`src/hdl/assert_macros.svh`:
```
// ----------------------------------------------------------------------------
// assertion macros
// concurrent checks that drop out of synthesis builds
// ----------------------------------------------------------------------------
`ifndef ASSERT_MACROS_SVH
`define ASSERT_MACROS_SVH

`ifndef SYNTH
// clocked check, switched off while reset is held
`define OLE_ASSERT(lbl, clk, rst_n, prop, msg) \
    lbl: assert property (@(posedge clk) disable iff (!rst_n) prop) else $error(msg);
// clocked check that also runs through reset
`define OLE_ASSERT_ALWAYS(lbl, clk, prop, msg) \
    lbl: assert property (@(posedge clk) prop) else $error(msg);
`else
`define OLE_ASSERT(lbl, clk, rst_n, prop, msg)
`define OLE_ASSERT_ALWAYS(lbl, clk, prop, msg)
`endif

`endif

```
`src/hdl/ole_pkg.sv`:
```
// ----------------------------------------------------------------------------
// ole_pkg
// request and result word types, request kinds and status codes
// ----------------------------------------------------------------------------
`timescale 1ns / 1ps

package ole_pkg;

    localparam int KIND_W   = 3;
    localparam int DATA_W   = 32;
    localparam int POS_W    = 7;
    localparam int STATUS_W = 2;
    localparam int LEN_W    = 7;

    // request kinds
    localparam logic [KIND_W-1:0] K_INS_FRONT  = 3'd0;
    localparam logic [KIND_W-1:0] K_INS_BACK   = 3'd1;
    localparam logic [KIND_W-1:0] K_DEL_VALUE  = 3'd2;
    localparam logic [KIND_W-1:0] K_DEL_POS    = 3'd3;
    localparam logic [KIND_W-1:0] K_FIND_VALUE = 3'd4;
    localparam logic [KIND_W-1:0] K_READ_POS   = 3'd5;

    // status codes
    localparam logic [STATUS_W-1:0] ST_OK      = 2'd0;
    localparam logic [STATUS_W-1:0] ST_FULL    = 2'd1;
    localparam logic [STATUS_W-1:0] ST_MISSING = 2'd2;

    typedef struct packed {
        logic [KIND_W-1:0]        kind;
        logic signed [DATA_W-1:0] value;
        logic [POS_W-1:0]         position;
    } t_in_word;

    typedef struct packed {
        logic signed [DATA_W-1:0] answer;
        logic [STATUS_W-1:0]      status;
        logic [LEN_W-1:0]         length;
    } t_out_word;

endpackage

```
`src/hdl/ole_ram.sv`:
```
// ----------------------------------------------------------------------------
// ole_ram
// generic single write port, single read port ram with registered read
// ----------------------------------------------------------------------------
`timescale 1ns / 1ps

module ole_ram #(
    parameter int WIDTH = 32,
    parameter int DEPTH = 64
) (
    input  logic                     i_clk,
    input  logic                     i_we,
    input  logic [$clog2(DEPTH)-1:0] i_waddr,
    input  logic [WIDTH-1:0]         i_wdata,
    input  logic                     i_re,
    input  logic [$clog2(DEPTH)-1:0] i_raddr,
    output logic [WIDTH-1:0]         o_rdata
);

    logic [WIDTH-1:0] r_mem [DEPTH];
    logic [WIDTH-1:0] r_rdata;

    always_ff @(posedge i_clk) begin
        if (i_we) begin
            r_mem[i_waddr] <= i_wdata;
        end
        if (i_re) begin
            r_rdata <= r_mem[i_raddr];
        end
    end

    assign o_rdata = r_rdata;

endmodule

```
`src/hdl/ole_core.sv`:
```
// ----------------------------------------------------------------------------
// ole_core
// list sequencer: circular entry store, insert, scan/compact and read
// ----------------------------------------------------------------------------
`timescale 1ns / 1ps
`include "assert_macros.svh"

module ole_core import ole_pkg::*; #(
    parameter int DEPTH = 64
) (
    input  logic      i_clk,
    input  logic      i_rst_n,
    input  logic      i_req_valid,
    output logic      o_req_stall,
    input  t_in_word  i_req,
    output logic      o_res_valid,
    input  logic      i_res_stall,
    output t_out_word o_res
);

    localparam int AW = $clog2(DEPTH);
    localparam int CW = $clog2(DEPTH + 1);
    localparam int PW = (CW > POS_W) ? CW : POS_W;
    localparam logic [AW:0] DEPTH_X = (AW + 1)'(DEPTH);

    typedef enum logic [1:0] {
        S_IDLE,
        S_READ,
        S_SCAN,
        S_DONE
    } t_state;

    // logical index to physical address, head plus offset wrapping at depth
    function automatic logic [AW-1:0] f_phys(input logic [AW-1:0] base,
                                             input logic [AW-1:0] off);
        logic [AW:0] s;
        s = {1'b0, base} + {1'b0, off};
        if (s >= DEPTH_X) begin
            s = s - DEPTH_X;
        end
        return s[AW-1:0];
    endfunction

    t_state                   r_state, n_state;
    logic [AW-1:0]            r_head, n_head;
    logic [CW-1:0]            r_count, n_count;
    logic                     r_pend, n_pend;
    logic                     r_hit, n_hit;
    logic [KIND_W-1:0]        r_kind, n_kind;
    logic signed [DATA_W-1:0] r_val, n_val;
    logic [AW-1:0]            r_idx, n_idx;
    logic [CW-1:0]            r_k, n_k;
    logic [CW-1:0]            r_keep, n_keep;
    logic [AW-1:0]            r_pk, n_pk;
    logic signed [DATA_W-1:0] r_ans, n_ans;
    logic [STATUS_W-1:0]      r_status, n_status;

    logic              mem_we;
    logic [AW-1:0]     mem_waddr;
    logic [DATA_W-1:0] mem_wdata;
    logic              mem_re;
    logic [AW-1:0]     mem_raddr;
    logic [DATA_W-1:0] mem_rdata;

    logic [PW-1:0] w_pos_x;
    logic [PW-1:0] w_cnt_x;
    logic          w_pos_bad;
    logic [AW-1:0] w_idx;
    logic [AW-1:0] w_head_dec;
    logic          w_full;

    ole_ram #(
        .WIDTH (DATA_W),
        .DEPTH (DEPTH)
    ) u_ram (
        .i_clk   (i_clk),
        .i_we    (mem_we),
        .i_waddr (mem_waddr),
        .i_wdata (mem_wdata),
        .i_re    (mem_re),
        .i_raddr (mem_raddr),
        .o_rdata (mem_rdata)
    );

    assign w_pos_x    = PW'(i_req.position);
    assign w_cnt_x    = PW'(r_count);
    assign w_pos_bad  = (w_pos_x == '0) || (w_pos_x > w_cnt_x);
    assign w_idx      = AW'(w_pos_x - PW'(1));
    assign w_head_dec = (r_head == '0) ? AW'(DEPTH - 1) : r_head - AW'(1);
    assign w_full     = (r_count >= CW'(DEPTH));

    always_comb begin
        logic v_match;
        logic v_drop;

        n_state   = r_state;
        n_head    = r_head;
        n_count   = r_count;
        n_pend    = r_pend;
        n_hit     = r_hit;
        n_kind    = r_kind;
        n_val     = r_val;
        n_idx     = r_idx;
        n_k       = r_k;
        n_keep    = r_keep;
        n_pk      = r_pk;
        n_ans     = r_ans;
        n_status  = r_status;
        mem_we    = 1'b0;
        mem_waddr = '0;
        mem_wdata = '0;
        mem_re    = 1'b0;
        mem_raddr = '0;
        v_match   = 1'b0;
        v_drop    = 1'b0;

        unique case (r_state)
            S_IDLE: begin
                if (i_req_valid) begin
                    n_kind   = i_req.kind;
                    n_val    = i_req.value;
                    n_idx    = w_idx;
                    n_ans    = '0;
                    n_status = ST_OK;
                    n_hit    = 1'b0;
                    n_k      = '0;
                    n_keep   = '0;
                    n_pend   = 1'b0;
                    n_state  = S_DONE;
                    unique case (i_req.kind) inside
                        K_INS_FRONT: begin
                            if (w_full) begin
                                n_status = ST_FULL;
                            end else begin
                                n_head    = w_head_dec;
                                mem_we    = 1'b1;
                                mem_waddr = w_head_dec;
                                mem_wdata = i_req.value;
                                n_count   = r_count + CW'(1);
                            end
                        end
                        K_INS_BACK: begin
                            if (w_full) begin
                                n_status = ST_FULL;
                            end else begin
                                mem_we    = 1'b1;
                                mem_waddr = f_phys(r_head, AW'(r_count));
                                mem_wdata = i_req.value;
                                n_count   = r_count + CW'(1);
                            end
                        end
                        K_DEL_VALUE, K_FIND_VALUE: begin
                            if (r_count == '0) begin
                                n_status = ST_MISSING;
                            end else begin
                                n_state = S_SCAN;
                            end
                        end
                        K_DEL_POS: begin
                            if (w_pos_bad) begin
                                n_status = ST_MISSING;
                            end else begin
                                n_state = S_SCAN;
                            end
                        end
                        K_READ_POS: begin
                            if (w_pos_bad) begin
                                n_status = ST_MISSING;
                            end else begin
                                mem_re    = 1'b1;
                                mem_raddr = f_phys(r_head, w_idx);
                                n_state   = S_READ;
                            end
                        end
                        default: begin
                        end
                    endcase
                end
            end
            S_READ: begin
                n_ans   = mem_rdata;
                n_state = S_DONE;
            end
            S_SCAN: begin
                // issue side: one read per cycle in list order
                if (r_k < r_count) begin
                    mem_re    = 1'b1;
                    mem_raddr = f_phys(r_head, r_k[AW-1:0]);
                    n_pend    = 1'b1;
                    n_pk      = r_k[AW-1:0];
                    n_k       = r_k + CW'(1);
                end else begin
                    n_pend = 1'b0;
                end
                // return side: keep index never passes the read index, so the
                // write always lands on an entry that was already read
                if (r_pend) begin
                    v_match = (mem_rdata == r_val);
                    if (r_kind == K_FIND_VALUE) begin
                        if (v_match && !r_hit) begin
                            n_hit = 1'b1;
                            n_ans = DATA_W'(r_pk) + DATA_W'(1);
                        end
                    end else begin
                        v_drop = (r_kind == K_DEL_VALUE) ? v_match : (r_pk == r_idx);
                        if (v_drop) begin
                            n_hit = 1'b1;
                        end else begin
                            mem_we    = 1'b1;
                            mem_waddr = f_phys(r_head, r_keep[AW-1:0]);
                            mem_wdata = mem_rdata;
                            n_keep    = r_keep + CW'(1);
                        end
                    end
                end
                // last entry handled this cycle
                if (r_k >= r_count) begin
                    n_state = S_DONE;
                    n_pend  = 1'b0;
                    if (r_kind != K_FIND_VALUE) begin
                        n_count = n_keep;
                    end
                    n_status = (n_hit || (r_kind == K_DEL_POS)) ? ST_OK : ST_MISSING;
                end
            end
            S_DONE: begin
                if (!i_res_stall) begin
                    n_state = S_IDLE;
                end
            end
        endcase
    end

    always_ff @(posedge i_clk) begin
        if (!i_rst_n) begin
            r_state <= S_IDLE;
            r_head  <= '0;
            r_count <= '0;
            r_pend  <= 1'b0;
            r_hit   <= 1'b0;
        end else begin
            r_state <= n_state;
            r_head  <= n_head;
            r_count <= n_count;
            r_pend  <= n_pend;
            r_hit   <= n_hit;
        end
        r_kind   <= n_kind;
        r_val    <= n_val;
        r_idx    <= n_idx;
        r_k      <= n_k;
        r_keep   <= n_keep;
        r_pk     <= n_pk;
        r_ans    <= n_ans;
        r_status <= n_status;
    end

    assign o_req_stall  = (r_state != S_IDLE);
    assign o_res_valid  = (r_state == S_DONE);

    always_comb begin
        o_res.answer = r_ans;
        o_res.status = r_status;
        o_res.length = LEN_W'(r_count);
    end

    `OLE_ASSERT(a_head_held, i_clk, i_rst_n, (r_state != S_IDLE) |=> $stable(r_head), "list head moved while busy")
    `OLE_ASSERT(a_scan_no_clash, i_clk, i_rst_n, (r_state == S_SCAN && mem_we && mem_re) |-> (mem_waddr != mem_raddr), "compaction write hit the entry being read")
    `OLE_ASSERT(a_keep_behind, i_clk, i_rst_n, r_pend |-> (r_keep <= CW'(r_pk)), "keep index ran ahead of read index")
    `OLE_ASSERT(a_full_flag, i_clk, i_rst_n, (r_state == S_DONE && r_status == ST_FULL) |-> (r_count == CW'(DEPTH)), "full reported on a list with room")

endmodule

```
`src/hdl/ordered_list_engine_top.sv`:
```
// ----------------------------------------------------------------------------
// ordered_list_engine_top
// bounded ordered list of signed 32-bit values held in one ram.
// request channel: i_in_valid / o_in_stall carry one request word (kind,
// value, position); result channel: o_out_valid / i_out_stall carry one
// result word (answer, status, length) per request, in request order.
// one request is worked at a time; o_in_stall is high from acceptance until
// its result has moved into the output register.
// inserts and unused kinds go straight to their result; read position
// reads one entry; delete value, delete position and find value scan
// the whole list; a request turned away on entry (empty list or bad
// position) goes straight to its result. a scan reads one entry per
// cycle through the ram read port while the compaction writes back
// through the single write port.
// the list is a circular buffer (head pointer plus count), so a front
// insert is a single write; deletes close the gap by compacting in place.
// a result moves from the done state into the output register; a new
// request is taken while that result still waits on a stalled receiver.
// reset (synchronous, active low) empties the list; ram contents are left
// as they are and never read before being written.
// ----------------------------------------------------------------------------
`timescale 1ns / 1ps

module ordered_list_engine_top import ole_pkg::*; #(
    parameter int DEPTH = 64
) (
    input  logic      i_clk,
    input  logic      i_rst_n,
    // request channel
    input  logic      i_in_valid,
    output logic      o_in_stall,
    input  t_in_word  i_in,
    // result channel
    output logic      o_out_valid,
    input  logic      i_out_stall,
    output t_out_word o_out
);

    // core side of the output register
    logic      core_res_valid;
    logic      core_res_stall;
    t_out_word core_res;

    // output register
    logic      r_out_valid;
    t_out_word r_out;

    // sequencer and entry store
    ole_core #(
        .DEPTH (DEPTH)
    ) u_core (
        .i_clk       (i_clk),
        .i_rst_n     (i_rst_n),
        .i_req_valid (i_in_valid),
        .o_req_stall (o_in_stall),
        .i_req       (i_in),
        .o_res_valid (core_res_valid),
        .i_res_stall (core_res_stall),
        .o_res       (core_res)
    );

    // the core may hand over a word whenever the register is empty or
    // its current word leaves in this cycle
    assign core_res_stall = r_out_valid && i_out_stall;

    always_ff @(posedge i_clk) begin
        if (!i_rst_n) begin
            r_out_valid <= 1'b0;
        end else if (core_res_valid && !core_res_stall) begin
            r_out_valid <= 1'b1;
        end else if (!i_out_stall) begin
            r_out_valid <= 1'b0;
        end
        // payload holds while the receiver stalls
        if (core_res_valid && !core_res_stall) begin
            r_out <= core_res;
        end
    end

    assign o_out_valid = r_out_valid;
    assign o_out       = r_out;

endmodule
```
`config.mk`:
```
export PLATFORM = sky130hd
export DESIGN_NAME = ordered_list_engine_top
export DESIGN_NICKNAME = d
export VERILOG_FILES = /design/src/hdl/ole_pkg.sv /design/src/hdl/ole_ram.sv /design/src/hdl/ole_core.sv /design/src/hdl/ordered_list_engine_top.sv
export VERILOG_INCLUDE_DIRS = /design/src /design/src/hdl
export SDC_FILE = /design/constraint.sdc
export NUM_CORES = 2
export LEC_CHECK = 0
export ABC_AREA = 1
export BUFFER_PORTS_ARGS = -buffer_cell sky130_fd_sc_hd__clkbuf_2
export CAP_MARGIN = 30
export CELL_PAD_IN_SITES_DETAIL_PLACEMENT = 0
export CELL_PAD_IN_SITES_GLOBAL_PLACEMENT = 1
export CORE_MARGIN = 4
export CORE_UTILIZATION = 35
export DETAILED_ROUTE_END_ITERATION = 8
export HOLD_SLACK_MARGIN = 0.02
export PLACE_DENSITY = 0.54
export SLEW_MARGIN = 20
export SYNTH_ARGS = -nofsm -noshare
export SYNTH_HDL_FRONTEND = slang
export SYNTH_SLANG_ARGS = --single-unit
```
`constraint.sdc`:
```
create_clock -name i_clk -period 5.8 [get_ports i_clk]
set_input_delay 1.16 -clock i_clk [delete_from_list [all_inputs] [get_ports i_clk]]
set_output_delay 1.16 -clock i_clk [all_outputs]
set_load 0.01 [all_outputs]
```
==> run metrics <==
CP startpoint=u_core.r_count[6]; met2 Resource Use GR=34.9%; Pleak=44.2 nW; leading cell types in the layout, fill and taps excluded=edfxtp_1 (2216), nand3_1 (2207), inv_1 (1473); pin slew with the least headroom to its limit=1020 ps; DR WL/cell=24.6 µm; type of element capturing the critical path=register; Global Route met3 Usage=2.76%; total power per unit cell area=415 nW/µm²; run status=finished clean; vias in the first global route=64.6k; CTS Root Buffer Type=clkbuf_16; Final Routed Wirelength=320 mm; deepest level of the CTS H-tree=5; Slew Limit Fails=0; total count of hold-check failures in the final report=0; count of distinct cell types in the synthesized netlist=45; clock tree from TritonCTS=done; type of element launching the critical path=register; total clock sinks=2234; setup slack of the critical path after layout=692 ps; top-level port count=89; count of nets after finishing=9161; crit path time final=5110 ps; pre-CTS WS=535 ps; number of port buffers=88; Register-to-Register Setup Slack=690 ps; gpl congestion=0.830; Post CTS Setup Buffer Count=0; count of instances resized after the clock tree is built=0; most frequent standard cell in the layout excluding fill and tap cells=edfxtp_1; unrepaired setup endpoints after global routing=false; die outline area=292000 µm²; critical path type=reg -> reg; Congestion Overflow GR=0; sequential cell area fraction in the yosys report=67.4%; Max FO, Critical Path=58; period utilization=88.1%; synthesized net count=9092; first-iteration detailed-routing DRC count=6029; met1 demand-to-capacity share in global routing=30.4%; Die X=540 µm; area growth from synthesis to layout=15.1%; Most Used Layer, Global Route=met2; vertical extent of the die=540 µm; Routed Antenna Nets=0; first-pass GRT wire length=465 mm; count of state elements after synthesis=2234; starting utilization of the core area=35.2%; Worst Path Arrival=5670 ps; Inserted Clock Buffers=268; Reg2Reg Depth=18; worst r2r src=u_core.r_count[6]; CTS clock-pin slew for the worst setup and hold paths=60 ps; highest clock rate=0.196 GHz; number of hold-repair buffers added at the cts stage=0; Worst Hold Class=reg -> reg; final routed DRC violation total=0; Req. time, crit path=6360 ps; Std-Cell Core Area=282000 µm²; setup skew after layout=37.9 ps; final number of setup-violating endpoints=0; Clock Latency Late Sink=880 ps; post-detailed-route via-to-cell ratio=5.09; maximum number of pins on one net before global-route repair=162; Bufs on Longest Clock Path=4; GR Util All Layers=21.4%; via count=66.3k; max capacitance violation total=0; origin of the worst min-delay path=u_core.r_ans[15]; Sum Neg Setup Slack=0 ps; instance count of the mapped netlist=8995; layout cells sized above 1=8.96%; site row count=195; reg-to-reg endpoint=u_core.u_ram.o_rdata[25]; mean instance size in the synthesized netlist=11.0 µm²; Netlist Area Pre-Place=99200 µm²; number of antenna violations at the first check in global routing=13; total half-perimeter wirelength after legalization and detailed placement=180 mm; synth warn=0; end point of the critical path=u_core.u_ram.o_rdata[25]; Detailed Routing Iterations Pass 1=6; worst vdd rail ir drop=0.202 mV; worst-case headroom to the max-slew limit=31.9%
worst max-delay path, cell delays in order (launching register included):
cell and delay (ps):
dfxtp_1 510, inv_1 260, ha_1 400, nand2_1 80, nor2_1 140, o21ai_0 130, nand2_2 200, inv_4 140
nand2_8 330, nand2_8 380, inv_8 640, buf_12 320, nand2_1 80, nand3_1 80, nand3_1 110, nand3_1 120
nand3_1 160, nand3_1 400, nand2_1 220
layout make-up:
cell class,count,area [µm²]
clock inverters,120,971
repair buffers,355,3830
clock buffers,349,7200
diodes,7,17.5
multi-input cells,4720,25000
well taps,3743,4680
fillers,26800,168000
inverters,1485,5610
flip-flops and latches,2234,66900
power by group:
part           switching, mW  internal [mW]  leakage [nW]
logic                   8.97           3.09          19.6
clock network           6.68           9.29          3.98
registers              0.355           19.0          20.6
total                   16.0           31.4          44.2
routing by layer:
layer | vias to the layer above | wire [µm]
met5 | - | 0
met4 | 0 | 7010
met3 | 408 | 16500
met2 | 1842 | 150000
met1 | 33200 | 147000
li1 | 30800 | -
cells in the mapped netlist, drive strengths merged:
cell | count | area share, %
o211ai | 1 | 0.0076
xor2 | 38 | 0.34
clkbuf | 144 | 0.54
o31ai | 1 | 0.0076
edfxtp | 2216 | 67
nor4 | 4 | 0.025
a21o | 3 | 0.023
nand4 | 10 | 0.069
nor2 | 147 | 0.57
nor3 | 40 | 0.21
a21oi | 52 | 0.26
dfxtp | 18 | 0.36
ha | 47 | 0.59
nor3b | 1 | 0.013
fa | 4 | 0.081
inv | 1483 | 5.6
clkinv | 2 | 0.0076
or2 | 10 | 0.063
a32o | 6 | 0.061
nand3 | 2207 | 11
o22ai | 1 | 0.0063
nand3b | 678 | 5.1
a31oi | 3 | 0.019
o21ai | 56 | 0.28
buf | 412 | 2.1
o21bai | 1 | 0.011
a2bb2oi | 1 | 0.0088
a211oi | 3 | 0.023
o21a | 1 | 0.0076
nand2 | 1389 | 5.3
xnor2 | 16 | 0.14
metrics by stage:
| stage | utilization (%) | hold WS [ps] | power, mW | area [µm²] | instances |
|---|---|---|---|---|---|
| after global routing | 40.5 | 424 | 49.6 | 114000 | 13000 |
| after global placement | 37.5 | 401 | 31.8 | 106000 | 12500 |
| after CTS | 40.4 | 419 | 47.9 | 114000 | 13000 |
| after detailed placement | 37.6 | 405 | 31.8 | 106000 | 12500 |
| after floorplan | - | 400 | 26.3 | 99200 | 8995 |
| final | 40.5 | 413 | 47.4 | 114000 | 13000 |
cell families after synthesis:
logic type | after synthesis | share of synthesized area (%)
AO/OA/AOI/OAI | 129 | 0.719
XOR/XNOR | 54 | 0.477
buffers and inverters | 2041 | 8.22
adder cells (fa/ha/maj) | 51 | 0.673
AND/OR/NAND/NOR | 4486 | 22.5
flip-flops | 2234 | 67.4
sequential cells by signal (all words and copies together) (netlist names):
| name | count |
|---|---|
| u_core.r_pend | 1 |
| o_out_valid | 1 |
| u_core.r_keep | 7 |
| u_core.u_ram.o_rdata | 32 |
| u_core.r_status | 2 |
| u_core.r_pk | 6 |
| u_core.r_val | 32 |
| u_core.r_ans | 32 |
| u_core.r_k | 7 |
| o_out | 41 |
| u_core.u_ram.r_mem | 2048 |
| u_core.r_state | 2 |
| u_core.r_hit | 1 |
| u_core.r_head | 6 |
| u_core.r_count | 7 |
| u_core.r_idx | 6 |
| u_core.r_kind | 3 |
worst min path at each step:
stage / to / slack [ps] / cells past startpoint
final: o_out[24] / 410 / 0
after floorplan: o_out[10] / 400 / 0
after global placement: o_out[15] / 400 / 0
after detailed placement: o_out[25] / 400 / 0
after global routing: o_out[36] / 420 / 0
after CTS: o_out[36] / 420 / 0
Power figures use the tool's default switching activity.
